--- config.mk ---
export PLATFORM = sky130hd
export DESIGN_NAME = joystick_deadzone_turntable_cmd
export DESIGN_NICKNAME = d
export VERILOG_FILES = /design/src/hw/rtl/jdtc_pkg.sv /design/src/hw/rtl/joystick_deadzone_turntable_cmd.sv /design/src/hw/rtl/jdtc_core.sv /design/src/hw/rtl/jdtc_fifo.sv
export VERILOG_INCLUDE_DIRS = /design/src /design/src/hw/rtl
export SDC_FILE = /design/constraint.sdc
export NUM_CORES = 1
export LEC_CHECK = 0
export BUFFER_PORTS_ARGS = -buffer_cell sky130_fd_sc_hd__buf_4
export CAP_MARGIN = 0
export CORE_MARGIN = 3
export CORE_UTILIZATION = 65
export CTS_CLUSTER_SIZE = 16
export DETAILED_ROUTE_END_ITERATION = 6
export PLACE_DENSITY_LB_ADDON = 0.1
export SLEW_MARGIN = 10
export SYNTH_ARGS = -nofsm -noshare
export SYNTH_HDL_FRONTEND = slang
export SYNTH_SLANG_ARGS = --single-unit
--- constraint.sdc ---
create_clock -name clk -period 12.3 [get_ports clk]
set_input_delay 0 -clock clk [delete_from_list [all_inputs] [get_ports clk]]
set_output_delay 0 -clock clk [all_outputs]
set_load 0.02 [all_outputs]
--- src/hw/rtl/joystick_deadzone_turntable_cmd_defines.svh ---
// Assertion macros for the joystick dead-zone turntable command block
`ifndef JOYSTICK_DEADZONE_TURNTABLE_CMD_DEFINES_SVH
`define JOYSTICK_DEADZONE_TURNTABLE_CMD_DEFINES_SVH

// same-cycle implication, disabled during reset
`define JDTC_ASSERT_IMPL(label, clk, rst, ante, cons) \
  label: assert property (@(posedge clk) disable iff (rst) (ante) |-> (cons)) \
    else $error("jdtc assertion failed");

// next-cycle implication, disabled during reset
`define JDTC_ASSERT_NEXT(label, clk, rst, ante, cons) \
  label: assert property (@(posedge clk) disable iff (rst) (ante) |=> (cons)) \
    else $error("jdtc assertion failed");

`endif

--- src/hw/rtl/jdtc_pkg.sv ---
// Shared types and constants for the joystick dead-zone turntable command block
`timescale 1ns / 1ps

package jdtc_pkg;

  localparam int FIFO_DEPTH = 4;

  // configuration register indexes
  localparam logic REG_MANUAL_MODE = 1'b0;
  localparam logic REG_IDLE_LIMIT  = 1'b1;

  typedef enum logic [2:0] {
    DIR_LEFT  = 3'd0,
    DIR_RIGHT = 3'd1,
    DIR_DOWN  = 3'd2,
    DIR_UP    = 3'd3,
    DIR_STOP  = 3'd4
  } dir_t;

  typedef struct packed {
    dir_t       direction;
    logic [6:0] speed;
    logic       last_of_run;
  } result_t;

  // up to two results written into the output queue in one cycle
  typedef struct packed {
    logic [1:0] n;
    result_t    r0;
    result_t    r1;
  } push_t;

endpackage

--- src/hw/rtl/joystick_deadzone_turntable_cmd.sv ---
// Flow: an item is taken into the input register; while the result queue has room it is
// processed and its results are written into the queue, whose head is the output.
// Throughput: one item per cycle while the result queue has room; the output port moves one
// result per cycle when not stalled, so an item's two move commands leave one at a time (queue of FIFO_DEPTH).
// Reset: synchronous, active high; manual_mode 1, idle_limit 10, offsets and idle count
// zero, no stored offsets, input register and result queue empty.
`timescale 1ns / 1ps

module joystick_deadzone_turntable_cmd #(
  parameter int FIFO_DEPTH = jdtc_pkg::FIFO_DEPTH
) (
  input  logic       clk,
  input  logic       rst,
  input  logic       cfg_write,
  input  logic       cfg_index,
  input  logic [7:0] cfg_data,
  input  logic       in_valid,
  output logic       in_stall,
  input  logic       cmd,
  input  logic [9:0] x_position,
  input  logic [9:0] y_position,
  output logic       out_valid,
  input  logic       out_stall,
  output logic [2:0] direction,
  output logic [6:0] speed,
  output logic       last_of_run
);

  jdtc_pkg::push_t push;
  logic            room;

  jdtc_core u_core (
    .clk        (clk),
    .rst        (rst),
    .cfg_write  (cfg_write),
    .cfg_index  (cfg_index),
    .cfg_data   (cfg_data),
    .in_valid   (in_valid),
    .in_stall   (in_stall),
    .cmd        (cmd),
    .x_position (x_position),
    .y_position (y_position),
    .room       (room),
    .push       (push)
  );

  jdtc_fifo #(
    .DEPTH (FIFO_DEPTH)
  ) u_fifo (
    .clk         (clk),
    .rst         (rst),
    .push        (push),
    .room        (room),
    .out_valid   (out_valid),
    .out_stall   (out_stall),
    .direction   (direction),
    .speed       (speed),
    .last_of_run (last_of_run)
  );

endmodule

--- src/hw/rtl/jdtc_core.sv ---
// Input register, stick state and per-item command generation
`timescale 1ns / 1ps
`include "joystick_deadzone_turntable_cmd_defines.svh"

module jdtc_core (
  input  logic              clk,
  input  logic              rst,
  input  logic              cfg_write,
  input  logic              cfg_index,
  input  logic [7:0]        cfg_data,
  input  logic              in_valid,
  output logic              in_stall,
  input  logic              cmd,
  input  logic [9:0]        x_position,
  input  logic [9:0]        y_position,
  input  logic              room,
  output jdtc_pkg::push_t   push
);

  localparam logic [10:0] DZ_LOW  = 11'd400;
  localparam logic [10:0] DZ_HIGH = 11'd600;
  // floor(n*64/400) = (n*MulLo) >> 16, floor(n*64/423) = (n*MulHi) >> 20
  localparam logic [22:0] MulLo = 23'd10486;
  localparam logic [26:0] MulHi = 27'd158650;

  typedef struct packed {
    logic              valid;
    jdtc_pkg::result_t r;
  } axis_cmd_t;

  logic       manual_mode;
  logic [7:0] idle_limit;
  logic [9:0] prev_x_offset, prev_x_offset_next;
  logic [9:0] prev_y_offset, prev_y_offset_next;
  logic       prev_valid, prev_valid_next;
  logic [7:0] idle_ticks, idle_ticks_next;

  logic       iv;
  logic       i_cmd;
  logic [9:0] i_x;
  logic [9:0] i_y;

  logic       accept;
  logic       process;
  logic [9:0] xo, yo;
  axis_cmd_t  xc, yc;

  function automatic logic [9:0] axis_offset(input logic [9:0] pos);
    logic [10:0] p;
    p = {1'b0, pos};
    if (p < DZ_LOW) begin
      axis_offset = 10'(p - DZ_LOW);
    end else if (p > DZ_HIGH) begin
      axis_offset = 10'(p - DZ_HIGH);
    end else begin
      axis_offset = '0;
    end
  endfunction

  function automatic axis_cmd_t axis_cmd(input logic [9:0] off, input jdtc_pkg::dir_t dneg,
                                         input jdtc_pkg::dir_t dpos);
    logic [8:0]  mag_lo;
    logic [22:0] prod_lo;
    logic [26:0] prod_hi;
    logic [6:0]  spd;
    mag_lo  = 9'(-off);
    prod_lo = 23'(mag_lo) * MulLo;
    prod_hi = 27'(off[8:0]) * MulHi;
    axis_cmd = '0;
    if (off[9]) begin
      spd = prod_lo[22:16];
      axis_cmd.r.direction = dneg;
    end else begin
      spd = prod_hi[26:20];
      axis_cmd.r.direction = dpos;
    end
    axis_cmd.r.speed = spd;
    axis_cmd.valid   = (off != '0) && (spd != '0);
  endfunction

  assign in_stall = iv && !room;
  assign accept   = in_valid && !in_stall;
  assign process  = iv && room;

  assign xo = axis_offset(i_x);
  assign yo = axis_offset(i_y);
  assign xc = axis_cmd(xo, jdtc_pkg::DIR_LEFT, jdtc_pkg::DIR_RIGHT);
  assign yc = axis_cmd(yo, jdtc_pkg::DIR_DOWN, jdtc_pkg::DIR_UP);

  always_comb begin
    prev_x_offset_next = prev_x_offset;
    prev_y_offset_next = prev_y_offset;
    prev_valid_next    = prev_valid;
    idle_ticks_next    = idle_ticks;
    push               = '0;
    if (process) begin
      if (i_cmd) begin
        if (prev_valid && prev_x_offset == '0 && prev_y_offset == '0) begin
          if (idle_ticks > idle_limit) begin
            push.n                = 2'd1;
            push.r0.direction     = jdtc_pkg::DIR_STOP;
            push.r0.speed         = '0;
            push.r0.last_of_run   = 1'b1;
            prev_valid_next       = 1'b0;
            idle_ticks_next       = '0;
          end else if (idle_ticks != 8'hFF) begin
            idle_ticks_next = idle_ticks + 8'd1;
          end
        end
      end else if (manual_mode) begin
        if (!(prev_valid && xo == prev_x_offset && yo == prev_y_offset)) begin
          prev_x_offset_next = xo;
          prev_y_offset_next = yo;
          prev_valid_next    = 1'b1;
          if (xo != '0 || yo != '0) begin
            idle_ticks_next = '0;
            if (xc.valid && yc.valid) begin
              push.n              = 2'd2;
              push.r0             = xc.r;
              push.r1             = yc.r;
              push.r1.last_of_run = 1'b1;
            end else if (xc.valid) begin
              push.n              = 2'd1;
              push.r0             = xc.r;
              push.r0.last_of_run = 1'b1;
            end else if (yc.valid) begin
              push.n              = 2'd1;
              push.r0             = yc.r;
              push.r0.last_of_run = 1'b1;
            end
          end
        end
      end
    end
  end

  always_ff @(posedge clk) begin
    if (rst) begin
      manual_mode   <= 1'b1;
      idle_limit    <= 8'd10;
      prev_x_offset <= '0;
      prev_y_offset <= '0;
      prev_valid    <= 1'b0;
      idle_ticks    <= '0;
      iv            <= 1'b0;
    end else begin
      if (cfg_write) begin
        case (cfg_index)
          jdtc_pkg::REG_MANUAL_MODE: manual_mode <= cfg_data[0];
          jdtc_pkg::REG_IDLE_LIMIT:  idle_limit  <= cfg_data;
          default: ;
        endcase
      end
      prev_x_offset <= prev_x_offset_next;
      prev_y_offset <= prev_y_offset_next;
      prev_valid    <= prev_valid_next;
      idle_ticks    <= idle_ticks_next;
      if (accept) begin
        iv <= 1'b1;
      end else if (process) begin
        iv <= 1'b0;
      end
    end
  end

  always_ff @(posedge clk) begin
    if (accept) begin
      i_cmd <= cmd;
      i_x   <= x_position;
      i_y   <= y_position;
    end
  end

  `JDTC_ASSERT_NEXT(a_stop_clears_valid, clk, rst,
                    (push.n != 2'd0 && push.r0.direction == jdtc_pkg::DIR_STOP),
                    (!prev_valid && idle_ticks == 8'd0))
  `JDTC_ASSERT_IMPL(a_pair_last, clk, rst, (push.n == 2'd2),
                    (!push.r0.last_of_run && push.r1.last_of_run &&
                     push.r0.direction != jdtc_pkg::DIR_STOP))

endmodule

--- src/hw/rtl/jdtc_fifo.sv ---
// Result queue: takes up to two results a cycle, hands out one per transfer
`timescale 1ns / 1ps
`include "joystick_deadzone_turntable_cmd_defines.svh"

module jdtc_fifo #(
  parameter int DEPTH = jdtc_pkg::FIFO_DEPTH
) (
  input  logic            clk,
  input  logic            rst,
  input  jdtc_pkg::push_t push,
  output logic            room,
  output logic            out_valid,
  input  logic            out_stall,
  output logic [2:0]      direction,
  output logic [6:0]      speed,
  output logic            last_of_run
);

  localparam int PTR_W = (DEPTH > 1) ? $clog2(DEPTH) : 1;
  localparam int CNT_W = $clog2(DEPTH + 1);

  jdtc_pkg::result_t mem [DEPTH];
  logic [PTR_W-1:0]  wr_ptr, rd_ptr;
  logic [PTR_W-1:0]  wr_ptr1, wr_ptr2;
  logic [CNT_W-1:0]  count;
  logic              pop;
  jdtc_pkg::result_t head;

  function automatic logic [PTR_W-1:0] ptr_inc(input logic [PTR_W-1:0] p);
    ptr_inc = (p == PTR_W'(DEPTH - 1)) ? '0 : p + 1'b1;
  endfunction

  assign wr_ptr1   = ptr_inc(wr_ptr);
  assign wr_ptr2   = ptr_inc(wr_ptr1);
  assign room      = (count <= CNT_W'(DEPTH - 2));
  assign out_valid = (count != '0);
  assign pop       = out_valid && !out_stall;
  assign head      = mem[rd_ptr];

  assign direction   = head.direction;
  assign speed       = head.speed;
  assign last_of_run = head.last_of_run;

  always_ff @(posedge clk) begin
    if (rst) begin
      wr_ptr <= '0;
      rd_ptr <= '0;
      count  <= '0;
    end else begin
      case (push.n)
        2'd1:    wr_ptr <= wr_ptr1;
        2'd2:    wr_ptr <= wr_ptr2;
        default: ;
      endcase
      if (pop) begin
        rd_ptr <= ptr_inc(rd_ptr);
      end
      count <= count + CNT_W'(push.n) - CNT_W'(pop);
    end
  end

  always_ff @(posedge clk) begin
    if (push.n != 2'd0) begin
      mem[wr_ptr] <= push.r0;
    end
    if (push.n == 2'd2) begin
      mem[wr_ptr1] <= push.r1;
    end
  end

  `JDTC_ASSERT_IMPL(a_count_bound, clk, rst, 1'b1, (count <= CNT_W'(DEPTH)))
  `JDTC_ASSERT_IMPL(a_push_has_room, clk, rst, (push.n != 2'd0), (count <= CNT_W'(DEPTH - 2)))

endmodule

After elaboration in Yosys (flattened, before gate mapping)
Memories as Yosys holds them, arrays and structs flattened. A register that Yosys moved wholly into a read port is not among the register bits.
Index checks and enable logic that the tools add are counted.
W data, S select, Z words.
{"block": "op_classes", "eq_ne": 12, "reduce_logical": 32, "bitwise": 3, "muxes": 44, "multipliers": 4, "n_lt_le_gt_ge": 6, "n_addsub": 12}
{"operator": "$mux W24", "count": 4}
{"operator": "$mux W8", "count": 7}
{"operator": "$mul A9 B17 Y26 const B", "count": 2}
{"operator": "$mux W10", "count": 5}
{"operator": "$mul A9 B13 Y22 const B", "count": 2}
{"operator": "$mux W13", "count": 3}
{"operator": "$mux W12", "count": 3}
{"operator": "$eq A10 B10 Y1", "count": 2}
{"operator": "$gt A10 B10 Y1 const B", "count": 2}
{"operator": "$logic_not A10 Y1", "count": 2}
{"operator": "$lt A10 B9 Y1 const B", "count": 2}
{"operator": "$reduce_bool A10 Y1", "count": 2}
{"operator": "$sub A10 B10 Y10 const B", "count": 2}
{"operator": "$sub A10 B9 Y10 const B", "count": 2}
{"operator": "$neg A9 Y9", "count": 2}
{"operator": "$mux W7", "count": 2}
{"operator": "$reduce_bool A7 Y1", "count": 2}
{"operator": "$mux W1", "count": 13}
{"operator": "$logic_and A1 B1 Y1", "count": 11}
{"operator": "$mux W11", "count": 1}
{"operator": "$mux W2", "count": 5}
{"operator": "$reduce_bool A2 Y1", "count": 5}
{"operator": "$add A8 B1 Y8 const B", "count": 1}
{"operator": "$eq A2 B2 Y1 const B", "count": 4}
{"operator": "other kinds (19)", "count": 27}
{"block": "word_totals", "memories": 1, "mem_bits_rw": 44, "input_bits": 35, "elab_cells": 127, "register_bits": 67, "out_inout_bits": 13}
{"name": "u_fifo.mem", "words": 4, "word_bits": 11, "rd": 1, "rd_clocked_by_memory_dff": 1, "write_ports": 2, "line_no": "jdtc_fifo.sv:22", "text": "jdtc_pkg::result_t mem [DEPTH];"}

Logic depth before layout (Yosys ltp)
Gate-level depths: netlist of run 1.
{"block": "logic_depth", "word_depth": 19, "depth_mapped": 43, "depth_no_buf": 40}

Modules after synthesis
Synthesis of run 1 repeated with hierarchy kept, for this count alone.
{"block": "unflattened", "hier_cells": 1616, "hier_area_um2": 15466.1}
{"mod": "jdtc_core", "area_each_um2": 12764.7, "instances": 1, "cells_each": 1442, "seq_area_each_um2": 1411.4}
{"mod": "jdtc_fifo", "area_each_um2": 2701.3, "instances": 1, "cells_each": 174, "seq_area_each_um2": 1501.4}

Worst setup path after synthesis of run 1
Ideal clock, no wire load.
{"block": "synth_path", "kind": "reg-to-reg", "startpoint": "register u_core.i_y[5]", "endpoint": "memory u_fifo.mem[1][0] (netlist name) (enable)", "t_arrival_ps": 8335, "t_required_ps": 11960, "period_less_slack_ps": 8674, "path_buffers": 5, "setup_ps": 340, "path_slack_ps": 3626, "path_stages_with_launch": 39, "cell_sequence": "edfxtp_1 -> buf_2 -> inv_1 -> ha_1 -> nand2b_1 -> a31o_2 -> nand2_1 -> and2_1 -> inv_1 -> ha_1 -> nor3b_2 -> and3_1 -> buf_2 -> xnor2_1 -> inv_1 -> fa_1 -> ha_1 -> xnor2_1 -> (+3 left out) -> a211oi_1 -> nand3_1 -> a41oi_1 -> a2111oi_0 -> o21ai_0 -> a211o_1 -> and2_1 -> and3_1 -> a21oi_1 -> ha_1 -> clkbuf_1 -> nand2_1 -> inv_1 -> ha_1 -> clkbuf_1 -> buf_1 -> nand2_1 -> nand2_1"}
{"item": "start, declared", "line_no": "jdtc_core.sv:41", "text": "logic [9:0] i_y;"}
{"item": "start signal, assigned", "line_no": "jdtc_core.sv:170", "text": "i_y <= y_position;"}
{"item": "end, declared", "line_no": "jdtc_fifo.sv:22"}

==> summary.txt, run 1 <==
Setup path
  – Worst Setup End Kind: flip-flop
  – Critical path's most frequent cell: ha_1
  – Crit path launch type: flip-flop
  – Max stage delay on crit path: 0.72 ns
  – Worst Path Required: 12.56 ns
  – Beginning of the worst register-to-register path: u_core.i_y[5]
  – Critical Path End: u_fifo.mem[3][1]
  – Crit path max fanout: 18
  – Crit Path Class: reg -> reg
  – Worst Setup SP: u_core.i_y[5]
  – Flop-to-flop setup slack: 2.02 ns
  – Worst r2r path cells: 34
  – Slowest cell on the critical path: o31ai_1
  – Worst Path Arrival: 10.54 ns
  – Reg-to-Reg End: u_fifo.mem[3][1]

Timing
  – RSZ-0062 raised after global routing: false
  – Setup TNS Final: 0 ns
  – Fmax: 97.31 MHz
  – Period utilization: 0.8355
  – Max-slew violations: 0
  – Final Critical Period: 10.28 ns
  – Slew margin rel.: 0.3198
  – Hold Vio Cnt, Final: 0
  – Endpoints failing setup: 0
  – Worst slew pin tran: 1.016 ns
  – Fin Clk Skew: 0.01327 ns

Yosys
  – Ys flop type: edfxtp_1
  – Register area share after synthesis: 0.1798
  – Yosys cell types: 95
  – Post-Syn Area: 15,970 µm²
  – Synthesis Warnings: 0
  – Syn nets: 2,161
  – Post-synth ARST share: 0
  – Seq cells post-synth: 113
  – Mean Syn Cell Area: 9.287 µm²
  – Post-Synthesis Cells: 1,720
  – Post-synth EDFFs: 61

Clock network
  – Post-CTS Setup Bufs: 0
  – CTS tree: built
  – Clock slew at reported path FFs: 0.07 ns
  – CTS Sinks: 113
  – CTS H-tree depth: 4
  – Clock root cell: clkbuf_16
  – CTS buffer count: 17
  – Insertion delay to the later sink of the worst-skew pair: 0.43 ns
  – Max Buffers Root-to-Sink: 2

Floorplan
  – Die area: 26,490 µm²
  – Core Area: 23,820 µm²
  – Cell Rows: 56
  – Die X: 162.8 µm
  – Initial Util: 0.6705
  – Top Ports: 48
  – Chip height: 162.8 µm

Drt
  – DR DRC count: 0
  – Total Wirelength: 39.49 mm
  – Detailed-routing wirelength on met1: 17.13 mm
  – ANT nets after route: 0
  – Wire length on met3: 2.708 mm
  – Drt first pass iters: 6
  – Average wire per standard cell: 18.68 µm
  – Via density per instance: 6.064
  – Metal2 WL: 18.53 mm
  – DR vias: 12,820
  – DR top layer: met4
  – 1st-iter DRT viols: 1,171

Run
  – Number of max-cap violations: 0

GRT
  – Largest net degree at the start of global routing: 40
  – Vias in the first global route: 12,700
  – Initial antenna violation count: 0
  – Gr ovfl total: 0
  – First-pass GRT wire length: 65.16 mm
  – Gr usage total: 0.3076

Place
  – Number of port buffers: 47
  – HPWL after detailed placement: 32.10 mm
  – RD Place Congestion: 0.9436

Finish
  – Final #Nets: 2,223
  – Area Overhead vs Synth: 9.149%
  – ANT cells: 0
  – Share of cells above drive strength 1: 0.08468

Worst hold path
  – Hold crit path type: in -> reg

Outcome
  – Status: completed
## metrics by stage
| stage | hold WS (ns) | instances | area (µm²) | worst slack [ns] | utilization |
|---|---|---|---|---|---|
| 6_report | 0.01397 | 2114 | 17440 | 2.023 | 0.7319 |
| 5_1_grt | 0.03633 | 2114 | 17440 | 1.345 | 0.7319 |
| 4_1_cts | 0.0008470 | 2114 | 17440 | 2.195 | 0.7319 |
| 3_5_place_dp | 0.1793 | 2051 | 16570 | 2.251 | 0.6957 |
| 3_3_place_gp | 0.1780 | 2051 | 16570 | 2.701 | 0.6957 |
| 2_1_floorplan | 0.09887 | 1720 | 15970 | 3.626 | - |
## Yosys cell counts, types with 5 or more instances
master       n  area [µm²]
inv_1      303        1137
ha_1       258        3228
fa_1       148        2963
nand2_1    115       431.7
nor2_1      92       345.3
a21oi_1     87       435.4
edfxtp_1    61        1832
dfxtp_1     52        1041
xnor2_1     47       411.6
o21ai_0     44       220.2
nand3_1     29       145.1
a211oi_1    27       202.7
mux2i_1     24       240.2
nor3_1      23       115.1
clkbuf_1    22       82.58
and3_1      21       131.4
nand4_1     20       125.1
a21o_1      18       135.1
xor2_1      18       157.7
nand2b_1    17       106.4
nor2b_1     16       100.1
o22ai_1     16       100.1
and2_1      15       93.84
a31oi_1     14       87.58
or2_2       14       87.58
o21a_1      13       97.59
o21ai_1     12       60.06
a211o_1     11       96.34
mux4_2      11       247.7
buf_2       10       50.05
o211ai_1     9       67.56
a22oi_1      8       60.06
nor4_1       8       50.05
o221ai_1     8       70.07
mux2_2       7       78.83
o31ai_1      7       52.55
or3_1        7       43.79
nand3b_1     6       45.04
o2111ai_1    6       52.55
a2111oi_0    5       43.79
## cell type report
class	instances	area (µm²)
Timing Repair Buffer	81	685.7
Fill cell	1776	6387
Tap cell	319	399.1
Sequential cell	113	2873
Inverter	303	1137
Clock buffer	17	425.4
Clock inverter	15	126.4
Multi-Input combinational cell	1266	11790
## critical path, delay by kind of cell (launching register included)
| kind | cells | cell delay (ns) |
|---|---|---|
| xor+xnor | 2 | 0.64 |
| fa+ha+maj | 9 | 3.55 |
| compound gates | 11 | 3.04 |
| flops | 1 | 0.51 |
| simple gates | 9 | 1.68 |
| buf+inv | 3 | 0.66 |
## cell families after synthesis
| kind of cell | synth area share |
|---|---|
| compound gates | 0.1463 |
| simple gates | 0.1328 |
| xor+xnor | 0.03564 |
| mux | 0.03548 |
| buf+inv | 0.08232 |
| fa+ha+maj | 0.3876 |
| flops | 0.1798 |
## worst min-delay path by stage
stage / start / to / slack (ns) / cells past startpoint
2_1_floorplan: cmd / u_core.i_cmd / 0.1 / 0
3_3_place_gp: x_position[9] / u_core.i_x[9] / 0.18 / 1
3_5_place_dp: y_position[7] / u_core.i_y[7] / 0.18 / 1
4_1_cts: rst / u_fifo.wr_ptr[0] / 0.0008 / 2
5_1_grt: rst / u_fifo.count[2] / 0.04 / 2
6_report: rst / u_fifo.wr_ptr[0] / 0.01 / 2
## layer usage
layer  global-route usage  up-vias
met5                    0        -
li1                     -     6084
met3              0.04578       73
met1               0.4286     6154
met4              0.09650        0
met2               0.4987      509
## repair_timing
action | in CTS | in global routing
endpoints found under the setup margin | 0 | 0
endpoints found under the hold margin | 31 | 0
resized for setup | 0 | 0
hold buffers | 31 | 0
## cell usage in the layout (no fill, tap or decap), drive strengths merged, types with 17 or more instances in the layout
cell,instances
nand3,31
nand2b,17
clkbuf,17
fa,148
edfxtp,61
a211oi,27
dfxtp,52
buf,50
inv,311
nand4,20
xnor2,47
mux2i,24
ha,258
nor3,23
nor2,94
and3,21
nand2,119
dlygate4sd3,31
a21o,18
xor2,18
a21oi,88
o21ai,57
## flip-flops by register name, indices dropped and copies added (netlist names), named ones only
signal	count
u_fifo.mem	44
u_fifo.count	3
u_core.prev_y_offset	10
u_core.prev_x_offset	10
u_core.manual_mode	1
u_core.prev_valid	1
u_core.idle_ticks	8
u_core.iv	1
u_fifo.wr_ptr	2
u_fifo.rd_ptr	2
u_core.idle_limit	8
u_core.i_cmd	1
u_core.i_x	10
u_core.i_y	10
Power of run 1 is not shown: default switching activity piles up to over one toggle a cycle in this logic, so the estimate is an artifact.
==> run 2: changes to the inputs <==
Clock period 12.3 ns to 10 ns, I/O delays scaled along.
==> run 2 against run 1 <==
  * Clock skew increased by 0.0010 ns
  * Worst hold slack improved by 0.011 ns
  * Cell count increased by 1.0%
  * Die area unchanged
  * Core utilization increased by 1.2 points
  * Non-clock buffer count increased by 22
  * Critical path depth decreased by 1
  * Sequential cell count unchanged
  * Global-route usage increased by 0.49 points
  * First-iteration DRC count decreased by 3.6%
  * Sequential share of layout area decreased by 0.26 points
  * Highest routed layer unchanged
==> summary.txt, run 2 (synthesized netlist as in run 1, its figures left out) <==
Outcome
  – Status: completed

Finish
  – ANT cells: 0 (unchanged)
  – Commonest non-fill, non-tap cell in the layout: inv_1
  – Most frequent cells in the layout: inv_1 (303), ha_1 (257), fa_1 (148)
  – Largest register by flop count: u_fifo.mem
  – Final #Nets: 2,245 (+0.99%)
  – Share of cells above drive strength 1: 0.1007 (+0.01604)
  – Final Non-Filler Cells: 2,136 (+1.0%)
  – Area Overhead vs Synth: 10.91%
  – Fillers: 1,797 (+1.2%)
  – Largest register FFs: 44 (unchanged)

Drt
  – Average wire per standard cell: 18.75 µm (+0.37%)
  – DR vias: 13,060 (+1.8%)
  – Drt first pass iters: 6 (unchanged)
  – ANT nets after route: 0 (unchanged)
  – Via density per instance: 6.113 (+0.80%)
  – Total Wirelength: 40.05 mm (+1.4%)
  – DR DRC count: 0 (unchanged)
  – 1st-iter DRT viols: 1,129 (-3.6%)

Floorplan
  – Initial Util: 0.6705 (unchanged)
  – Top Ports: 48 (unchanged)
  – Chip height: 162.8 µm (unchanged)
  – Die area: 26,490 µm² (unchanged)
  – Core Area: 23,820 µm² (unchanged)
  – Die X: 162.8 µm (unchanged)
  – Cell Rows: 56 (unchanged)

Timing
  – Final Critical Period: 9.389 ns (-0.8877 ns)
  – Fin Clk Skew: 0.01427 ns (+0.001002 ns)
  – Period utilization: 0.9389 (+0.1034)
  – Fmax: 106.5 MHz (+9.5%)
  – Worst slew pin tran: 1.013 ns (-0.002752 ns)
  – Slew margin rel.: 0.3217 (+0.001843)
  – Max-slew violations: 0 (unchanged)
  – Hold_ws: 0.02478 ns (+0.01081 ns)
  – RSZ-0062 raised after global routing: false
  – Hold Vio Cnt, Final: 0 (unchanged)
  – Endpoints failing setup: 0 (unchanged)
  – Setup ws final: 0.6110 ns (-1.412 ns)

Clock network
  – CTS Sinks: 113 (unchanged)
  – CTS tree: built
  – Max Buffers Root-to-Sink: 2 (unchanged)
  – Clock root cell: clkbuf_16
  – CTS H-tree depth: 4 (unchanged)
  – Insertion delay to the later sink of the worst-skew pair: 0.43 ns (about the same)
  – CTS buffer count: 17 (unchanged)
  – Clock slew at reported path FFs: 0.07 ns (about the same)

Setup path
  – Crit Path Class: reg -> reg
  – Max stage delay on crit path: 0.54 ns (-0.18 ns)
  – Beginning of the worst register-to-register path: u_core.i_y[5]
  – Slowest cell on the critical path: fa_1
  – Flop-to-flop setup slack: 0.61 ns (-1.41 ns)
  – Worst Path Arrival: 9.65 ns (-0.89 ns)
  – Worst r2r path cells: 33 (-2.9%)
  – Crit path max fanout: 9 (-9)
  – Worst Setup End Kind: flip-flop
  – Reg-to-Reg End: u_fifo.mem[3][4]
  – Worst Path Required: 10.26 ns (-2.30 ns)
  – Crit path launch type: flip-flop
  – Critical path's most frequent cell: ha_1

Place
  – RD Place Congestion: 0.9483 (+0.50%)
  – Number of port buffers: 47 (unchanged)
  – DP Cell Count: 2,067 (+0.78%)
  – Pre-CTS setup slack: -0.06336 ns (-2.315 ns)
  – HPWL after detailed placement: 32.46 mm (+1.1%)

GRT
  – Initial antenna violation count: 0 (unchanged)
  – Vias in the first global route: 13,010 (+2.5%)
  – Largest net degree at the start of global routing: 40 (unchanged)
  – Gr ovfl total: 0 (unchanged)
  – First-pass GRT wire length: 66.09 mm (+1.4%)
  – Gr usage total: 0.3125 (+0.004927)

Worst hold path
  – Worst Hold Launch: out_stall
  – Worst hold stages: 4 (+2)
  – Hold crit path type: in -> reg

Run
  – Number of max-cap violations: 0 (unchanged)
[run 2: area by class of cell]
type / count / area [µm²] / share of cell area
multi-input cells: 1266 / 11850 / 0.6689
clock inverters: 14 / 152.6 / 0.008616
well taps: 319 / 399.1 / 0.02253
flip-flops and latches: 113 / 2873 / 0.1621
clock buffers: 18 / 450.4 / 0.02542
repair buffers: 103 / 853.3 / 0.04816
inverters: 303 / 1137 / 0.06419
[run 2: worst max-delay path: cells and delay by family, from the launching register on]
kind / cells / cell delay [ns]
compound gates: 12 / 3.12
fa+ha+maj: 8 / 2.92
simple gates: 9 / 1.74
flops: 1 / 0.50
xor+xnor: 2 / 0.47
buf+inv: 2 / 0.43
[run 2: per-stage QoR]
step	setup TNS, ns	instance area [µm²]	utilization
global route	0	17720	0.7437
floorplan	0	15970	-
global placement	0	16690	0.7007
finish	0	17720	0.7437
CTS	0	17630	0.7399
detailed placement	-0.1956	16690	0.7007
[run 2: per-layer routing]
layer	global-route usage	routed length [µm]	vias to the layer above
met2	0.5174	19010	511
met1	0.4238	17240	6334
met3	0.05519	2786	82
met4	0.09035	1010	0
met5	0	0	-
li1	-	-	6130
[run 2: worst max path at each step]
| stage | start | endpoint | cells past startpoint |
|---|---|---|---|
| after global placement | u_core.i_x[5] | u_fifo.mem[0][4] | 36 |
| final | u_core.i_y[5] | u_fifo.mem[3][4] | 33 |
| after CTS | u_core.i_y[5] | u_fifo.mem[0][1] | 34 |
| after global routing | u_core.i_y[5] | u_fifo.mem[3][4] | 35 |
| after floorplan | u_core.i_y[5] | u_fifo.mem[1][0] | 38 |
| after detailed placement | u_core.i_y[5] | u_fifo.mem[0][1] | 34 |
[run 2: timing repair]
item | CTS | global route
setup buffers | 0 | 5
hold buffers | 32 | 0
gates resized for setup | 2 | 14
pin swaps | 0 | 1
hold endpoints to repair | 33 | 0
endpoints found under the setup margin | 4 | 88
Power of run 2 is left out for the same reason.
